### src/rtl/dlks_pkg.sv
`timescale 1ns / 1ps
// ----------------------------------------------------------------------------
// dlks_pkg
// Shared widths, seed reset values, register indexes and the unrolled
// transition masks of the 11-bit shift register.
// ----------------------------------------------------------------------------
package dlks_pkg;

  localparam int WORD_W      = 64;
  localparam int SHORT_W     = 11;
  localparam int LONG_W      = 2 * WORD_W;
  localparam int CFG_INDEX_W = 2;

  // Stream of the short register: the 11 seed bits, then one new bit per step.
  localparam int SHORT_STREAM_LEN = WORD_W + SHORT_W;

  localparam logic [SHORT_W-1:0] SHORT_SEED_RESET     = 11'd1023;
  localparam logic [WORD_W-1:0]  LONG_SEED_HIGH_RESET = 64'd13523568565465;
  localparam logic [WORD_W-1:0]  LONG_SEED_LOW_RESET  = 64'd54266675758343421;

  typedef enum logic [CFG_INDEX_W-1:0] {
    REG_SHORT_SEED     = 2'd0,
    REG_LONG_SEED_HIGH = 2'd1,
    REG_LONG_SEED_LOW  = 2'd2
  } cfg_reg_t;

  typedef struct packed {
    logic [SHORT_W-1:0] short_reg;
    logic [WORD_W-1:0]  long_high;
    logic [WORD_W-1:0]  long_low;
  } lfsr_state_t;

  typedef logic [SHORT_W-1:0] short_mask_t;
  typedef logic [SHORT_STREAM_LEN-1:0][SHORT_W-1:0] short_mask_arr_t;

  // Entry n tells which bits of the current short register XOR together to
  // give stream bit n. Bits 0..10 are the register itself, MSB first; each
  // later bit is y[n-10] ^ y[n-7] (old bit 9 ^ old bit 6).
  function automatic short_mask_arr_t short_masks();
    short_mask_arr_t m;
    m = '0;
    for (int n = 0; n < SHORT_STREAM_LEN; n++) begin
      if (n < SHORT_W) begin
        m[n] = short_mask_t'(1) << (SHORT_W - 1 - n);
      end else begin
        m[n] = m[n-10] ^ m[n-7];
      end
    end
    return m;
  endfunction

  localparam short_mask_arr_t SHORT_MASKS = short_masks();

endpackage

### src/rtl/dual_lfsr_keystream_cipher.sv
`timescale 1ns / 1ps
// ----------------------------------------------------------------------------
// dual_lfsr_keystream_cipher
// Stream cipher: each 64-bit beat is XORed with 64 keystream bits from an
// 11-bit and a 128-bit shift register.
// ----------------------------------------------------------------------------
// Usage:
//   s_* carries plain words in, m_* carries cipher words out; the same
//   operation decrypts. The first keystream bit of a word lands in bit 63.
//   cfg_* writes the seeds: index 0 short seed (low 11 bits kept), index 1
//   upper and index 2 lower word of the long seed. Every seed write reloads
//   both registers from all three seeds, restarting the keystream; unknown
//   indexes are dropped. Write seeds only while no beat is in flight.
// Throughput:
//   Each input beat is registered into the output register; one beat per
//   cycle sustained while m_tready is high. The keystream for a whole word
//   and the register state 64 steps on are flat XOR networks from the
//   register state, so an accepted beat moves the registers a full word on.
// Reset:
//   rst loads the default seeds into the seed and state registers and empties
//   the output register. Both ready outputs are low while rst is high.
// Stall:
//   The output register holds its beat while m_tready is low; s_tready then
//   drops, so at most one word waits and no keystream is consumed meanwhile.
// ----------------------------------------------------------------------------
module dual_lfsr_keystream_cipher
  import dlks_pkg::*;
(
  input  logic                   clk,
  input  logic                   rst,
  // input stream
  input  logic                   s_tvalid,
  output logic                   s_tready,
  input  logic [WORD_W-1:0]      s_tdata,   // [63:0] plain_word
  // output stream
  output logic                   m_tvalid,
  input  logic                   m_tready,
  output logic [WORD_W-1:0]      m_tdata,   // [63:0] cipher_word
  // seed register writes
  input  logic                   cfg_valid,
  output logic                   cfg_ready,
  input  logic [CFG_INDEX_W-1:0] cfg_index,
  input  logic [WORD_W-1:0]      cfg_data
);

  logic [SHORT_W-1:0] short_seed;
  logic [WORD_W-1:0]  long_seed_high;
  logic [WORD_W-1:0]  long_seed_low;

  lfsr_state_t        state;
  lfsr_state_t        state_next;
  logic [WORD_W-1:0]  keystream;

  logic               in_beat;
  logic               cfg_write;

  assign s_tready  = !rst && (!m_tvalid || m_tready);
  assign cfg_ready = !rst;
  assign in_beat   = s_tvalid && s_tready;
  assign cfg_write = cfg_valid && cfg_ready;

  dlks_keystream u_keystream (
    .state      (state),
    .keystream  (keystream),
    .state_next (state_next)
  );

  // Seed registers and shift register state. A seed write reloads the state
  // from the seeds as they stand after this write.
  always_ff @(posedge clk) begin
    if (rst) begin
      short_seed      <= SHORT_SEED_RESET;
      long_seed_high  <= LONG_SEED_HIGH_RESET;
      long_seed_low   <= LONG_SEED_LOW_RESET;
      state.short_reg <= SHORT_SEED_RESET;
      state.long_high <= LONG_SEED_HIGH_RESET;
      state.long_low  <= LONG_SEED_LOW_RESET;
    end else if (cfg_write) begin
      unique case (cfg_index)
        REG_SHORT_SEED: begin
          short_seed      <= cfg_data[SHORT_W-1:0];
          state.short_reg <= cfg_data[SHORT_W-1:0];
          state.long_high <= long_seed_high;
          state.long_low  <= long_seed_low;
        end
        REG_LONG_SEED_HIGH: begin
          long_seed_high  <= cfg_data;
          state.short_reg <= short_seed;
          state.long_high <= cfg_data;
          state.long_low  <= long_seed_low;
        end
        REG_LONG_SEED_LOW: begin
          long_seed_low   <= cfg_data;
          state.short_reg <= short_seed;
          state.long_high <= long_seed_high;
          state.long_low  <= cfg_data;
        end
        default: begin
          // unknown index: drop the write
        end
      endcase
    end else if (in_beat) begin
      // advance both registers by one full word
      state <= state_next;
    end
  end

  // Output register: load on every input beat, clear once taken.
  always_ff @(posedge clk) begin
    if (rst) begin
      m_tvalid <= 1'b0;
    end else if (in_beat) begin
      m_tvalid <= 1'b1;
    end else if (m_tready) begin
      m_tvalid <= 1'b0;
    end
  end

  always_ff @(posedge clk) begin
    if (in_beat) begin
      m_tdata <= s_tdata ^ keystream;
    end
  end

endmodule

### src/rtl/dlks_keystream.sv
`timescale 1ns / 1ps
// ----------------------------------------------------------------------------
// dlks_keystream
// Flat XOR networks for 64 steps of both shift registers: the keystream word
// and the register state that follows it.
// ----------------------------------------------------------------------------
module dlks_keystream
  import dlks_pkg::*;
(
  input  lfsr_state_t       state,
  output logic [WORD_W-1:0] keystream,
  output lfsr_state_t       state_next
);

  logic [LONG_W-1:0] wide;

  assign wide = {state.long_high, state.long_low};

  // Step t lands in bit 63-t. The long part reads seed bits 97-t and 91-t
  // directly, since no fed-back bit reaches those taps within 64 steps.
  always_comb begin
    for (int t = 0; t < WORD_W; t++) begin
      keystream[WORD_W-1-t] = (^((SHORT_MASKS[t] ^ SHORT_MASKS[t+3]) & state.short_reg))
                            ^ wide[97-t] ^ wide[91-t];
    end
  end

  // After 64 steps the high word is the old low word; the low word holds the
  // 64 fed-back bits, which all come from old bits 27 to 96 of both words.
  always_comb begin
    state_next.long_high = state.long_low;
    for (int j = 0; j < WORD_W; j++) begin
      state_next.long_low[j] = wide[33+j] ^ wide[27+j];
    end
    for (int j = 0; j < SHORT_W; j++) begin
      state_next.short_reg[j] = ^(SHORT_MASKS[SHORT_STREAM_LEN-1-j] & state.short_reg);
    end
  end

endmodule

### config.mk
export PLATFORM = sky130hd
export DESIGN_NAME = dual_lfsr_keystream_cipher
export DESIGN_NICKNAME = d
export VERILOG_FILES = /design/src/rtl/dlks_pkg.sv /design/src/rtl/dual_lfsr_keystream_cipher.sv /design/src/rtl/dlks_keystream.sv
export SDC_FILE = /design/constraint.sdc
export NUM_CORES = 1
export LEC_CHECK = 0
export BUFFER_PORTS_ARGS = -buffer_cell sky130_fd_sc_hd__buf_4
export CORE_ASPECT_RATIO = 1.1
export CORE_MARGIN = 10
export CORE_UTILIZATION = 35
export DETAILED_ROUTE_END_ITERATION = 7
export HOLD_SLACK_MARGIN = 0.08
export PLACE_DENSITY_LB_ADDON = 0.25
export SYNTH_ARGS = -nofsm -noshare
export SYNTH_HDL_FRONTEND = slang
export SYNTH_HIERARCHICAL = 1
export SYNTH_SLANG_ARGS = --single-unit
### constraint.sdc
create_clock -name clk -period 8 [get_ports clk]
set_input_delay 0.4 -clock clk [delete_from_list [all_inputs] [get_ports clk]]
set_output_delay 0.4 -clock clk [all_outputs]
set_load 0.01 [all_outputs]
After elaboration in Yosys (flattened, before gate mapping)
Cells that the tools add are included.

storage, ports and cells
  flip-flop bits (word level) = 313
  input port bits = 135
  logic and storage cells = 287
  output and inout port bits = 67

operators by class
  reduce and logical (&&, ||, !) cells = 78
  equality and inequality tests = 3
  mux-type cells = 5
  bitwise logic cells = 193

operators by type and width
  operator            count
  $reduce_xor 11->1   65
  $pmux 139 s3        1
  $mux 139            2
  $xor 1x1->1         192
  $xor 64x64->64      1
  $reduce_and 2->1    4
  $ne 4x1->1 const B  1
  $reduce_bool 2->1   2
  $logic_and 1x1->1   3
  $eq 2x1->1 const B  1
  $eq 2x2->1 const B  1
  $logic_not 1->1     2
  $logic_not 2->1     1
  $mux 1              2
  $logic_or 1x1->1    1

Logic depth before layout (Yosys ltp)
Gate-level depths: netlist (run 1).

  word-level depth = 6
  gate-level depth with buffers = 10
  gate-level depth less buffers = 6

Cells and area by module
The synthesis (run 1) kept the hierarchy.

by module, submodules not included
  module                      cells each  times used  area each (sq um)
  dual_lfsr_keystream_cipher  1498        1           13782.0
  dlks_keystream              296         1           2841.5

Worst setup path after synthesis (run 1)
Ideal clock, no wire load.

  path kind = input to register
  from = input port rst
  to = register m_tdata[0] (enable)
  stages on the path = 3
  path slack = 4113 ps
  data required time = 7514 ps
  data arrival time = 3400 ps
  path buffers = 1
  setup time = 486 ps
  path through = buf_4 nand2b_1 nor2_1

on the way
  longest elaborated chain between the ends = 3

ends and longest elaborated chain
  item                    line                               text
  start: declaration      dual_lfsr_keystream_cipher.sv:30   input logic rst,
  $logic_not 1->1         dual_lfsr_keystream_cipher.sv:57   assign s_tready = !rst && (!m_tvalid || m_tready);
  $logic_and 1x1->1       dual_lfsr_keystream_cipher.sv:57
  $logic_and 1x1->1       dual_lfsr_keystream_cipher.sv:59   assign in_beat = s_tvalid && s_tready;
  via in_beat             dual_lfsr_keystream_cipher.sv:54   logic in_beat;
  end signal: assignment  dual_lfsr_keystream_cipher.sv:121  m_tdata <= s_tdata ^ keystream;
  end: declaration        dual_lfsr_keystream_cipher.sv:38   output logic [WORD_W-1:0] m_tdata,

The timed path passes the listed nets, and every way through them passes these cells.
A chain may end at the register's enable or synchronous reset.

==> flow_summary.yaml, run 1 <==
synth:
  synth_nets: 1624
  netlist_instances: 1486
  ys_warn_count: 6
  avgSynthCellArea_um2: 9.49
  synth_area_um2: 14100
timing:
  layout_setup_ws_ns: 5.30
  relSlewSlack: 0.287
  drv_slew: 0
  report.final.setup_viol: 0
  min_period_ns: 2.70
  fin_crit_sh: 0.337
  fin_setup_tns_ns: 0
  grt_setup_unrepaired: "false"
  fin_worst_skew_ns: 0.0134
  worst_pin_slew_ns: 1.07
  hold_viol: 0
  hold_ws_ns: 0.106
  fmax_ghz: 0.371
floorplanning:
  ios: 202
  num_rows: 77
  dieArea_um2: 48700
  die-height_um: 231
  design.core.area_um2: 40000
  start_util: 0.353
  die_x_um: 211
finish:
  nFillCells: 3847
  syn2layout_area_growth_pct: 20.7
  drive_above_1_share: 0.181
  nNetsFinal: 1756
  fin_cells: 2156
  fin_util: 0.426
  final_area_um2: 17000
grt:
  grt_max_degree: 103
  overflow: 0
  grt_pass1_vias: 10900
  grtUsageMet1: 0.248
  grt.busiest_layer: "met2"
  grt_pass1_wl_mm: 70.9
  antenna_found_initial: 3
  grt_use_met2: 0.300
  track_usage: 0.188
  grt_util_met3: 0.0392
clock_network:
  cts_tree: "built"
  clk_latency_ns: 0.57
  clockRootBuffer: "clkbuf_16"
  cts_htree_levels: 1
  clk_path_buf_depth: 3
  cts_inserted_buffers: 30
  cts_setup_buffers: 0
  clock-sinks: 283
  postCtsHoldBufs: 58
  clk_pin_slew_ns: 0.06
  post_cts_resized: 0
route:
  drc: 0
  initialDrtViolationCount: 1127
  vias: 11500
  wl_per_cell_um: 22.1
  vias_per_cell: 5.32
  wl_mm: 47.7
  drt_pre_antenna_iters: 7
  ant_nets: 0
setup_path:
  endpoint_kind: "register"
  start_kind: "register"
  crit_type: "reg2reg"
  cp.arrival_ns: 3.01
  crit_fanout: 11
  required_ns: 8.31
power:
  total_power_mw: 4.57
  peakVddDrop_v: 0.000138
  powerDensity_nw_per_um2: 268
  total_leakage_power_nw: 6.52
run:
  cap_viol_max_count: 0
min_path:
  worstHoldPathType: "in2reg"
run_status:
  status: "finished, final reports clean"
place:
  hpwl_mm: 33.4
  place_area_um2: 15500
  port_buffers: 201
  place.gp.congestion: 0.860
  dp_cells: 2041
  post-place-ws_ns: 4.85
[critical path, stage by stage, from the launching register on]
cell,delay [ns]
dfxtp_1,0.57
xnor2_1,0.82
xnor3_1,0.59
xor2_1,0.34
xor2_1,0.11
[area by class of cell]
cell class                 instances  area, µm²  area share
multi-input combinational       1030       6920       0.406
sequential                       283       6310       0.370
timing repair buffer             269       2160       0.127
clock buffer                      46        873      0.0513
tap                              513        642      0.0377
clock inverter                    10        104     0.00610
inverter                           4       15.0    0.000882
antenna                            1       2.50    0.000147
[worst paths after layout]
check                                         from                 end  slack, ns  cells past startpoint
worst max-delay path                    state[135]          m_tdata[4]       5.30                      4
worst min-delay path                  cfg_data[55]   long_seed_low[55]       0.11                      3
worst max register to register          state[135]          m_tdata[4]       5.30                      4
worst min register to register  long_seed_high[17]  long_seed_high[17]       0.46                      2
[per-layer routing]
layer	share of wire	up-vias	wire length, µm
li1	-	5422	-
met3	0.079	68	3750
met5	0.00015	-	7
met4	0.031	2	1470
met1	0.43	5507	20700
met2	0.46	472	21800
[flip-flops by register name, indices dropped and copies added (netlist names)]
register,flops
long_seed_high,34
state,109
short_seed,11
long_seed_low,64
m_tdata,64
m_tvalid,1
[where the power goes]
part	internal (mW)	switching, mW
combinational	0.620	0.724
sequential	1.68	0.138
clock	0.814	0.588
[placed cells by master, fill, tap and decap left out, drive strengths merged, types with 5 or more instances in the layout]
cell,n
xor2,175
clkbuf,46
a221o,11
inv,5
xnor3,11
nor2,56
a21oi,129
a222oi,42
dlygate4sd3,58
buf,211
nor3,43
o21ai,165
nand2,224
xor3,7
clkinv,5
a221oi,56
dfxtp,219
edfxtp,64
xnor2,93
(Power assumes the default switching activity.)
==> run 2, diff against run 1 <==
==> constraint.sdc (replaced) <==
create_clock -name clk -period 2.6 [get_ports clk]
set_input_delay 0.13 -clock clk [delete_from_list [all_inputs] [get_ports clk]]
set_output_delay 0.13 -clock clk [all_outputs]
set_load 0.01 [all_outputs]
==> run 2 against run 1 <==
Register-to-register slack got worse by 4.9 ns; die area did not move; sequential cell count did not move; sequential share of layout area fell by 2.6 points; clock power rose to 3.2 times the previous value; worst hold slack improved by 0.0014 ns; total power rose to 3.2 times the previous value; critical path depth rose by 2; critical endpoint is now cfg_ready; largest cell class unchanged; largest power group unchanged.
==> flow_summary.yaml, run 2 (synthesis results as in run 1) <==
min_path:
  worstHoldPathType: "in2reg"
floorplanning:
  die_x_um: 211
  die-height_um: 231
  design.core.area_um2: 40000
  num_rows: 77
  dieArea_um2: 48700
  start_util: 0.353
  ios: 202
finish:
  final_cell_mix: "buf_4, nand2_1, dfxtp_1, xor2_1, o21ai_0"
  syn2layout_area_growth_pct: 29.7
  nNetsFinal: 1872
  nFillCells: 3769
  drive_above_1_share: 0.195
  regArea_um2: 6310
  fin_util: 0.457
  largest-register: "state"
  final_common_cell: "buf_4"
  multiInputGateArea_um2: 6920
  largest_reg_flops: 109
  reg_top3: "state (109), long_seed_low (64), m_tdata (64)"
route:
  wl_mm: 49.8
  vias_per_cell: 5.19
  vias: 11800
  drc: 0
  drt_pre_antenna_iters: 6
  ant_nets: 0
  initialDrtViolationCount: 1142
  wl_per_cell_um: 21.9
place:
  hpwl_mm: 35.8
  place.gp.congestion: 0.895
  post-place-ws_ns: 0.384
  port_buffers: 201
clock_network:
  clockRootBuffer: "clkbuf_16"
  post_cts_resized: 0
  cts_tree: "built"
  clk_pin_slew_ns: 0.06
  postCtsHoldBufs: 132
  cts_htree_levels: 1
  clk_latency_ns: 0.57
  clock-sinks: 283
  clk_path_buf_depth: 3
  cts_setup_buffers: 0
  cts_inserted_buffers: 30
timing:
  grt_setup_unrepaired: "false"
  drv_slew: 0
  min_period_ns: 2.39
  layout_setup_ws_ns: 0.212
  worst_pin_slew_ns: 0.907
  relSlewSlack: 0.395
  hold_viol: 0
  fin_worst_skew_ns: 0.0114
  fmax_ghz: 0.419
  fin_crit_sh: 0.919
  report.final.setup_viol: 0
  fin_setup_tns_ns: 0
grt:
  grt_pass1_vias: 11500
  track_usage: 0.197
  antenna_found_initial: 3
  grt_pass1_wl_mm: 73.9
  grt_max_degree: 129
  overflow: 0
setup_path:
  endpoint_kind: "output pin"
  crit_fanout: 81
  cpPeakStageDelay_ns: 0.72
  crit_type: "in2out"
  cp_slowest_cell: "buf_4"
  start_kind: "primary input"
  cp_common_cell: "buf_4"
  required_ns: 2.47
  cp.arrival_ns: 2.26
  path_cells: "dlygate4sd3_1 > buf_4 > buf_4 > inv_2 > buf_12 > buf_4"
power:
  peakVddDrop_v: 0.000502
  total_leakage_power_nw: 7.12
  powerDensity_nw_per_um2: 790
run:
  cap_viol_max_count: 0
run_status:
  status: "finished, final reports clean"
==> run 2: worst max-delay path: cells and delay by family <==
kind	cells	cell delay, ns
buffers and inverters	6	2.01
==> run 2: power breakdown <==
group,internal (mW),switching [mW],total [mW]
sequential,5.18,0.370,5.55
clock,2.66,1.81,4.47
combinational,2.09,2.33,4.43
==> run 2: per-stage QoR <==
step / instances / hold slack, ns / area, µm² / total power, mW
floorplan: 1486 / 0.239 / 14100 / 8.39
CTS: 2270 / 0.0898 / 18300 / 14.5
global placement: 2083 / 0.339 / 15900 / 9.85
detailed placement: 2083 / 0.344 / 15900 / 9.91
global route: 2273 / 0.123 / 18300 / 15.1
finish: 2273 / 0.107 / 18300 / 14.5
==> run 2: metal layers <==
layer,global-route usage,vias up,share of wire
met5,0,-,0
met4,0.0688,0,0.032
met3,0.0337,82,0.069
met1,0.256,5631,0.43
met2,0.322,425,0.47
li1,-,5662,-
==> run 2: final timing paths <==
path | slack (ns) | end | from | depth (start not counted)
setup / recovery | 0.21 | cfg_ready | rst | 6
hold / removal | 0.11 | state[43] | cfg_valid | 3
hold reg to reg | 0.45 | long_seed_high[21] | long_seed_high[21] | 2
setup reg to reg | 0.39 | m_tdata[15] | state[128] | 5
==> run 2: layout make-up <==
type                    instances  share of cell area
diodes                          3            0.000410
multi-input cells            1030               0.378
inverters                       4            0.000821
flip-flops and latches        283               0.345
repair buffers                385               0.184
well taps                     513              0.0351
clock inverters                 8             0.00506
clock buffers                  47              0.0513
